### config.mk
export PLATFORM = sky130hd
export DESIGN_NAME = version_triplet_parse_compare
export DESIGN_NICKNAME = d
export VERILOG_FILES = /design/src/rtl/core/vtpc_pkg.sv /design/src/rtl/core/version_triplet_parse_compare.sv /design/src/rtl/core/vtpc_parse.sv
export SDC_FILE = /design/constraint.sdc
export NUM_CORES = 1
export LEC_CHECK = 0
export BUFFER_PORTS_ARGS = -buffer_cell sky130_fd_sc_hd__buf_2
export CORE_UTILIZATION = 25
export CTS_BUF_LIST = sky130_fd_sc_hd__clkbuf_8
export CTS_CLUSTER_SIZE = 25
export DETAILED_ROUTE_END_ITERATION = 6
export GPL_TIMING_DRIVEN = 1
export PLACE_DENSITY = 0.37
export SLEW_MARGIN = 40
export SYNTH_ARGS = -nofsm -noshare
export SYNTH_HDL_FRONTEND = slang
export SYNTH_SLANG_ARGS = --single-unit
### constraint.sdc
create_clock -name clk -period 9.78 [get_ports clk]
set_input_delay 0.978 -clock clk [delete_from_list [all_inputs] [get_ports clk]]
set_output_delay 0.978 -clock clk [all_outputs]
set_load 0.01 [all_outputs]
### src/rtl/core/vtpc_pkg.sv
// Package with shared constants and types for the version triplet parser.
`timescale 1ns / 1ps

package vtpc_pkg;

	// Width of one parsed component and default component limit.
	localparam int unsigned COMP_W          = 20;
	localparam int unsigned COMPONENT_LIMIT = 1000000;

	// Character codes the parser reacts to.
	localparam logic [7:0] CHAR_NUL   = 8'h00;
	localparam logic [7:0] CHAR_TAB   = 8'h09;
	localparam logic [7:0] CHAR_SPACE = 8'h20;
	localparam logic [7:0] CHAR_DOT   = 8'h2E;
	localparam logic [7:0] CHAR_ZERO  = 8'h30;
	localparam logic [7:0] CHAR_NINE  = 8'h39;
	localparam logic [7:0] CHAR_UPPER_V = 8'h56;
	localparam logic [7:0] CHAR_LOWER_V = 8'h76;

	// Ordering codes of the result.
	localparam logic signed [1:0] ORD_LESS    = -2'sd1;
	localparam logic signed [1:0] ORD_EQUAL   = 2'sd0;
	localparam logic signed [1:0] ORD_GREATER = 2'sd1;

	// One result as produced by the parse step.
	typedef struct packed {
		logic                    emit;
		logic                    string_id;
		logic                    parse_ok;
		logic [COMP_W-1:0]       major_part;
		logic [COMP_W-1:0]       minor_part;
		logic [COMP_W-1:0]       patch_part;
		logic signed [1:0]       order;
	} result_t;

endpackage

### src/rtl/core/version_triplet_parse_compare.sv
// Top level of the version triplet parser and comparator.
//
// Usage: characters of two NUL-terminated version strings enter on the s_axis
// channel, one per transaction, with tuser telling the first string (0) from
// the second (1). Each string may start with blanks and one v or V, followed by
// major.minor.patch in decimal; text after the patch digits is ignored.
// A result transaction leaves on m_axis only for the NUL of a string. It holds
// validity and the triplet (zeros when invalid) and, for a second string, the
// ordering against the last first string (0 when either is invalid).
// A NUL accepted into the input register passes the parse step and has its result
// loaded into the result register, which drives m_axis_tvalid, once that register
// is free or drains. Throughput: one character per cycle while results are taken.
// When the receiver stalls, the pending result stays in the result register
// and one further character waits in the input register; s_axis_tready then
// falls. Reset clears the parse state, the held first string and all valids.
`timescale 1ns / 1ps

module version_triplet_parse_compare #(
	parameter int unsigned COMPONENT_LIMIT = vtpc_pkg::COMPONENT_LIMIT
) (
	input  logic        clk,
	input  logic        arst_n,
	input  logic        s_axis_tvalid,
	output logic        s_axis_tready,
	input  logic [7:0]  s_axis_tdata,   // [7:0] char_byte
	input  logic        s_axis_tuser,   // [0] req_type
	output logic        m_axis_tvalid,
	input  logic        m_axis_tready,
	output logic [63:0] m_axis_tdata,   // [0] parse_ok, [20:1] major_part,
	                                    // [40:21] minor_part, [60:41] patch_part,
	                                    // [62:61] order, [63] zero
	output logic        m_axis_tuser    // [0] string_id
);

	logic              valid_s1;
	logic              type_s1;
	logic [7:0]        char_s1;
	logic              advance;
	logic              step;
	vtpc_pkg::result_t res;
	logic              out_valid_q;
	logic [63:0]       out_data_q;
	logic              out_user_q;

	// The input register moves on whenever the result register is free or drains.
	assign advance       = !out_valid_q || m_axis_tready;
	assign step          = valid_s1 && advance;
	assign s_axis_tready = !valid_s1 || advance;

	// Input register.
	always_ff @(posedge clk or negedge arst_n) begin
		if (!arst_n) begin
			valid_s1 <= 1'b0;
		end else if (s_axis_tready) begin
			valid_s1 <= s_axis_tvalid;
		end
	end

	always_ff @(posedge clk) begin
		if (s_axis_tready && s_axis_tvalid) begin
			type_s1 <= s_axis_tuser;
			char_s1 <= s_axis_tdata;
		end
	end

	// Parse step.
	vtpc_parse #(
		.COMPONENT_LIMIT(COMPONENT_LIMIT)
	) u_parse (
		.clk       (clk),
		.arst_n    (arst_n),
		.step      (step),
		.req_type  (type_s1),
		.char_byte (char_s1),
		.res       (res)
	);

	// Result register.
	always_ff @(posedge clk or negedge arst_n) begin
		if (!arst_n) begin
			out_valid_q <= 1'b0;
		end else if (advance) begin
			out_valid_q <= step && res.emit;
		end
	end

	always_ff @(posedge clk) begin
		if (step && res.emit) begin
			out_user_q <= res.string_id;
			out_data_q <= {1'b0, res.order, res.patch_part, res.minor_part,
			               res.major_part, res.parse_ok};
		end
	end

	assign m_axis_tvalid = out_valid_q;
	assign m_axis_tdata  = out_data_q;
	assign m_axis_tuser  = out_user_q;

`ifndef SYNTH
	// A nonzero ordering only comes with a valid second string.
	assert property (@(posedge clk) disable iff (!arst_n)
		m_axis_tvalid && (m_axis_tdata[62:61] != 2'b00) |-> m_axis_tdata[0] && m_axis_tuser)
		else $error("ordering reported for a first or invalid string");

	// An invalid string reports an all-zero triplet.
	assert property (@(posedge clk) disable iff (!arst_n)
		m_axis_tvalid && !m_axis_tdata[0] |-> (m_axis_tdata[60:1] == 60'd0))
		else $error("invalid string carries a nonzero triplet");

	// A new result only follows a terminating character in the input register.
	assert property (@(posedge clk) disable iff (!arst_n)
		$rose(m_axis_tvalid) |-> $past(valid_s1 && (char_s1 == vtpc_pkg::CHAR_NUL)))
		else $error("result raised without a terminating character");
`endif

endmodule

### src/rtl/core/vtpc_parse.sv
// Parse state machine, held first triplet and comparison for one character a cycle while step is high.
`timescale 1ns / 1ps

module vtpc_parse #(
	parameter int unsigned COMPONENT_LIMIT = vtpc_pkg::COMPONENT_LIMIT
) (
	input  logic               clk,
	input  logic               arst_n,
	input  logic               step,
	input  logic               req_type,
	input  logic [7:0]         char_byte,
	output vtpc_pkg::result_t  res
);

	localparam int unsigned ACC_W = vtpc_pkg::COMP_W + 4;

	typedef enum logic [2:0] {
		PH_LEAD,
		PH_START,
		PH_DIGITS,
		PH_DONE,
		PH_FAIL
	} phase_t;

	phase_t                      phase_q, phase_nx;
	logic [1:0]                  comp_idx_q, comp_idx_nx;
	logic [vtpc_pkg::COMP_W-1:0] acc_q, acc_nx;
	logic [vtpc_pkg::COMP_W-1:0] major_q, major_nx;
	logic [vtpc_pkg::COMP_W-1:0] minor_q, minor_nx;
	logic                        first_valid_q;
	logic [vtpc_pkg::COMP_W-1:0] first_major_q, first_minor_q, first_patch_q;

	logic                        is_digit;
	logic [3:0]                  digit;
	logic [ACC_W-1:0]            acc_ext, acc_grow, acc_fresh;
	logic                        is_end, ok;
	logic signed [1:0]           ord;

	// Digit decode and the times-ten accumulate.
	always_comb begin
		is_digit  = (char_byte >= vtpc_pkg::CHAR_ZERO) && (char_byte <= vtpc_pkg::CHAR_NINE);
		digit     = is_digit ? 4'(char_byte - vtpc_pkg::CHAR_ZERO) : 4'd0;
		acc_ext   = ACC_W'(acc_q);
		acc_grow  = (acc_ext << 3) + (acc_ext << 1) + ACC_W'(digit);
		acc_fresh = ACC_W'(digit);
	end

	// Next parse state for a nonzero character.
	always_comb begin
		phase_nx    = phase_q;
		comp_idx_nx = comp_idx_q;
		acc_nx      = acc_q;
		major_nx    = major_q;
		minor_nx    = minor_q;
		unique case (phase_q)
			PH_LEAD: begin
				if (char_byte == vtpc_pkg::CHAR_SPACE || char_byte == vtpc_pkg::CHAR_TAB) begin
					phase_nx = PH_LEAD;
				end else if (char_byte == vtpc_pkg::CHAR_LOWER_V ||
				             char_byte == vtpc_pkg::CHAR_UPPER_V) begin
					phase_nx = PH_START;
				end else if (is_digit) begin
					phase_nx = PH_DIGITS;
					acc_nx   = acc_fresh[vtpc_pkg::COMP_W-1:0];
				end else begin
					phase_nx = PH_FAIL;
				end
			end
			PH_START: begin
				if (is_digit) begin
					phase_nx = PH_DIGITS;
					acc_nx   = acc_fresh[vtpc_pkg::COMP_W-1:0];
				end else begin
					phase_nx = PH_FAIL;
				end
			end
			PH_DIGITS: begin
				if (is_digit) begin
					if (acc_grow > ACC_W'(COMPONENT_LIMIT)) begin
						phase_nx = PH_FAIL;
					end else begin
						acc_nx = acc_grow[vtpc_pkg::COMP_W-1:0];
					end
				end else if (comp_idx_q >= 2'd2) begin
					phase_nx = PH_DONE;
				end else if (char_byte == vtpc_pkg::CHAR_DOT) begin
					if (comp_idx_q == 2'd0) begin
						major_nx = acc_q;
					end else begin
						minor_nx = acc_q;
					end
					comp_idx_nx = comp_idx_q + 2'd1;
					phase_nx    = PH_START;
				end else begin
					phase_nx = PH_FAIL;
				end
			end
			PH_DONE: begin
				phase_nx = PH_DONE;
			end
			default: begin
				phase_nx = PH_FAIL;
			end
		endcase
	end

	// Result for a terminating character, with ordering against the held first string.
	always_comb begin
		is_end = (char_byte == vtpc_pkg::CHAR_NUL);
		ok     = (phase_q == PH_DIGITS || phase_q == PH_DONE) && (comp_idx_q == 2'd2);
		ord    = vtpc_pkg::ORD_EQUAL;
		if (req_type && ok && first_valid_q) begin
			priority if (first_major_q < major_q) begin
				ord = vtpc_pkg::ORD_LESS;
			end else if (first_major_q > major_q) begin
				ord = vtpc_pkg::ORD_GREATER;
			end else if (first_minor_q < minor_q) begin
				ord = vtpc_pkg::ORD_LESS;
			end else if (first_minor_q > minor_q) begin
				ord = vtpc_pkg::ORD_GREATER;
			end else if (first_patch_q < acc_q) begin
				ord = vtpc_pkg::ORD_LESS;
			end else if (first_patch_q > acc_q) begin
				ord = vtpc_pkg::ORD_GREATER;
			end else begin
				ord = vtpc_pkg::ORD_EQUAL;
			end
		end
		res.emit       = is_end;
		res.string_id  = req_type;
		res.parse_ok   = ok;
		res.major_part = ok ? major_q : '0;
		res.minor_part = ok ? minor_q : '0;
		res.patch_part = ok ? acc_q : '0;
		res.order      = ord;
	end

	// Parse state and held first triplet.
	always_ff @(posedge clk or negedge arst_n) begin
		if (!arst_n) begin
			phase_q       <= PH_LEAD;
			comp_idx_q    <= 2'd0;
			acc_q         <= '0;
			major_q       <= '0;
			minor_q       <= '0;
			first_valid_q <= 1'b0;
			first_major_q <= '0;
			first_minor_q <= '0;
			first_patch_q <= '0;
		end else if (step) begin
			if (is_end) begin
				phase_q    <= PH_LEAD;
				comp_idx_q <= 2'd0;
				acc_q      <= '0;
				major_q    <= '0;
				minor_q    <= '0;
				if (!req_type) begin
					first_valid_q <= ok;
					first_major_q <= res.major_part;
					first_minor_q <= res.minor_part;
					first_patch_q <= res.patch_part;
				end
			end else begin
				phase_q    <= phase_nx;
				comp_idx_q <= comp_idx_nx;
				acc_q      <= acc_nx;
				major_q    <= major_nx;
				minor_q    <= minor_nx;
			end
		end
	end

endmodule
==> flow_summary.ini <==
[power_and_ir_drop]
power.density_nw_per_um2 = 151
ir_drop_mv = 0.0597
p_leak_nw = 6.22

[clocking]
postCtsSetupBuffers = 0
clkTransAtPathRegs_ps = 60
clock_sinks = 201
cts_resized = 0
h-tree-depth = 2
cts_made_buffers = 39
clock_latency_ps = 540
cts_tree = done
ctsRootBufferMaster = clkbuf_8
clk_path_buf_depth = 3
cts_hold_buffers = 0

[placed_design]
place_ws_ps = 4950
place_congestion = 0.812
hpwl_um = 20300
dp_cells = 1479
io_buffers = 78
place_area_um2 = 11600

[synth]
synthCells = 890
synth_compound_area_share_pct = 13.1
synth-simple-area-share_pct = 10.8
synthXorXnorAreaFrac_pct = 1.56
synth_top_family_by_area = compound AO/OA/AOI/OAI gates
synth_cell_type_count = 66
yosysWarnings = 0
synthArstFlopShare_pct = 63.7
synthMuxAreaShare_pct = 7.05
yosysSeqAreaShare_pct = 50.9
avgSynthCellArea_um2 = 11.9
synth_ff_type = dfrtp_1
synthAdderAreaFrac_pct = 12.3
syn-num-nets = 1006
synth-edff-count = 73
ys_ff_latch = 201
netlist_area_um2 = 10600

[final_layout]
num_antenna_cells = 0
synthToLayoutAreaGrowth_pct = 16.6
fin_cells = 1548
nets = 1097
drive_gt1_share_pct = 18.9
finish.utilization_pct = 29.5
fin_area_um2 = 12400
final_common_cell = dfrtp_1
layout_common_cells = dfrtp_1 (128), ha_1 (101), inv_1 (85)

[global_routing]
top_usage_layer = met2
use_met3_pct = 2.57
use_met2_pct = 22.6
grt_pass1_vias = 7507
grt_util_all_layers_pct = 13.7
grt-ovfl-total = 0
grt_use_met1_pct = 18.5
antenna_found_initial = 0
grt_pass1_wl_um = 45700
grt_max_degree = 69

[setup_path]
r2r_setup_slack_ps = 4960
cp_slowest_cell = a21oi_4
cp-start-kind = flip-flop
crit_buf_inv = 1
rr_endpoint = u_parse.acc_q[11]$_DFFE_PN0P_
path_class = reg -> reg
cp_max_fo = 20
rr_worst_depth = 15
crit_start = char_s1[3]$_DFFE_PP_
crit_required_ps = 10230
cp.arrival_ps = 5270
end_kind = flip-flop
crit_chain = o21ai_1, and4b_1, and2_1, fa_1, inv_1, fa_1, nand2b_1, a21oi_1, o21ai_1, o31ai_1, xor2_2, o211ai_1, a2111o_1, a21oi_4, a22o_1
crit_end = u_parse.acc_q[11]$_DFFE_PN0P_
slowest_delay_ps = 540
cp_top_family = compound AO/OA/AOI/OAI gates
path_depth = 15
worstReg2RegStart = char_s1[3]$_DFFE_PP_

[timing]
layout_worst_path_cycle_share_pct = 49.3
slew_headroom_pct = 46.8
clock.fmax_mhz = 208
tightest_slew_ps = 797
grt_setup_unrepaired = no
hold_viol_final = 0
slew_viol_final = 0
timing.final.ws_setup_ps = 4960
period_needed_ps = 4820
skew_ps = 30.5
tns_ps = 0
setup_viol = 0

[floorplanning]
core_um2 = 41900
start_util_pct = 25.3
die_h_um = 208
die_x_um = 208
top_level_ports = 80
rows = 75
dieArea_um2 = 43200

[drt]
first_iter_violations = 339
ant_nets = 0
vias_per_cell = 4.64
dr.pass1.iters = 7
vias = 7188
drc_errors = 0
finalWirelength_um = 29300
wl_per_cell_um = 18.9

[job]
maxCapViolations = 0

[hold_path]
min_path_type = in -> async

[outcome]
run_status = completed
-- Yosys cell counts, drive strengths merged, types with 2 or more instances --
library cell	n	area share [%]
dfrtp	128	30
ha	101	12
inv	75	2.7
edfxtp	73	21
and3	62	3.7
mux2	61	6.5
a22o	57	4.7
a21oi	37	1.8
nor2	37	1.3
nand2	31	1.1
a21o	26	1.8
clkbuf	25	0.89
o21ai	23	1.1
nand4	16	0.94
buf	12	0.77
nand3	10	0.47
nor2b	10	0.59
nand2b	9	0.53
xnor2	9	0.74
xor2	9	0.81
or3	7	0.41
and2	6	0.35
mux2i	6	0.57
o211ai	5	0.35
a211oi	4	0.50
nor3	4	0.19
nor4	4	0.44
o21a	4	0.28
o21bai	4	0.28
a2111oi	3	0.43
a221oi	3	0.25
nand3b	3	0.21
a22oi	2	0.14
fa	2	0.38
nand4b	2	0.17
o21ba	2	0.19
o41ai	2	0.34
-- report_power, final --
group | leakage (nW) | internal, mW | total (mW) | switching [mW]
logic | 3.25 | 0.0473 | 0.134 | 0.0866
registers | 2.53 | 0.879 | 0.900 | 0.0206
clock network | 0.430 | 0.463 | 0.832 | 0.369
total | 6.22 | 1.39 | 1.87 | 0.476
-- per-layer routing --
layer	up-vias	part of all wire, %
li1	3460	-
met1	3587	48
met2	103	47
met3	38	3.3
met4	0	1.7
met5	-	0
-- logic make-up after synthesis --
kind of cell / Yosys count
compound gates: 182
xor+xnor: 18
fa+ha+maj: 103
buf+inv: 112
flops: 201
mux: 67
other cells: 1
simple gates: 206
-- worst min-delay path by stage --
stage	from	endpoint	slack, ps	cells past startpoint
3_5_place_dp	u_parse.first_valid_q$_DFFE_PN0P_	u_parse.first_valid_q$_DFFE_PN0P_	480	1
3_3_place_gp	u_parse.first_valid_q$_DFFE_PN0P_	u_parse.first_valid_q$_DFFE_PN0P_	470	1
2_1_floorplan	type_s1$_DFFE_PP_	m_axis_tuser$_DFFE_PP_	440	0
4_1_cts	arst_n	u_parse.minor_q[9]$_DFFE_PN0P_	440	1
5_1_grt	arst_n	u_parse.first_minor_q[4]$_DFFE_PN0P_	470	1
6_report	arst_n	u_parse.first_minor_q[6]$_DFFE_PN0P_	440	1
-- worst reg2reg max path, delay by kind of cell (launching register included) --
kind	cells	cell delay (ps)
AND/OR/NAND/NOR	3	720
flip-flops	1	500
adder cells (fa/ha/maj)	2	940
buffers and inverters	1	60
XOR/XNOR	1	190
AO/OA/AOI/OAI	8	2320
-- registers in the layout (all words and copies together), names as in the netlist --
signal and count:
char_s1 8, m_axis_tdata 63, m_axis_tuser 1, m_axis_tvalid 1
type_s1 1, u_parse.acc_q 20, u_parse.comp_idx_q 2, u_parse.first_major_q 20
u_parse.first_minor_q 20, u_parse.first_patch_q 20, u_parse.first_valid_q 1, u_parse.major_q 20
u_parse.minor_q 20, u_parse.phase_q 3, valid_s1 1
-- layout make-up --
type	count	area [µm²]
tap	539	674
timing repair buffer	87	475
fill	4275	29500
clock inverter	25	155
clock buffer	44	606
multi-input combinational	577	4770
sequential	201	5400
inverter	75	282
-- through the flow --
| step | power (mW) | hold slack, ps |
|---|---|---|
| 6_report | 1.87 | 445 |
| 5_1_grt | 1.96 | 469 |
| 4_1_cts | 1.91 | 437 |
| 3_5_place_dp | 1.05 | 483 |
| 2_1_floorplan | 0.998 | 441 |
| 3_3_place_gp | 1.05 | 474 |
Power figures use the tool's default switching activity.
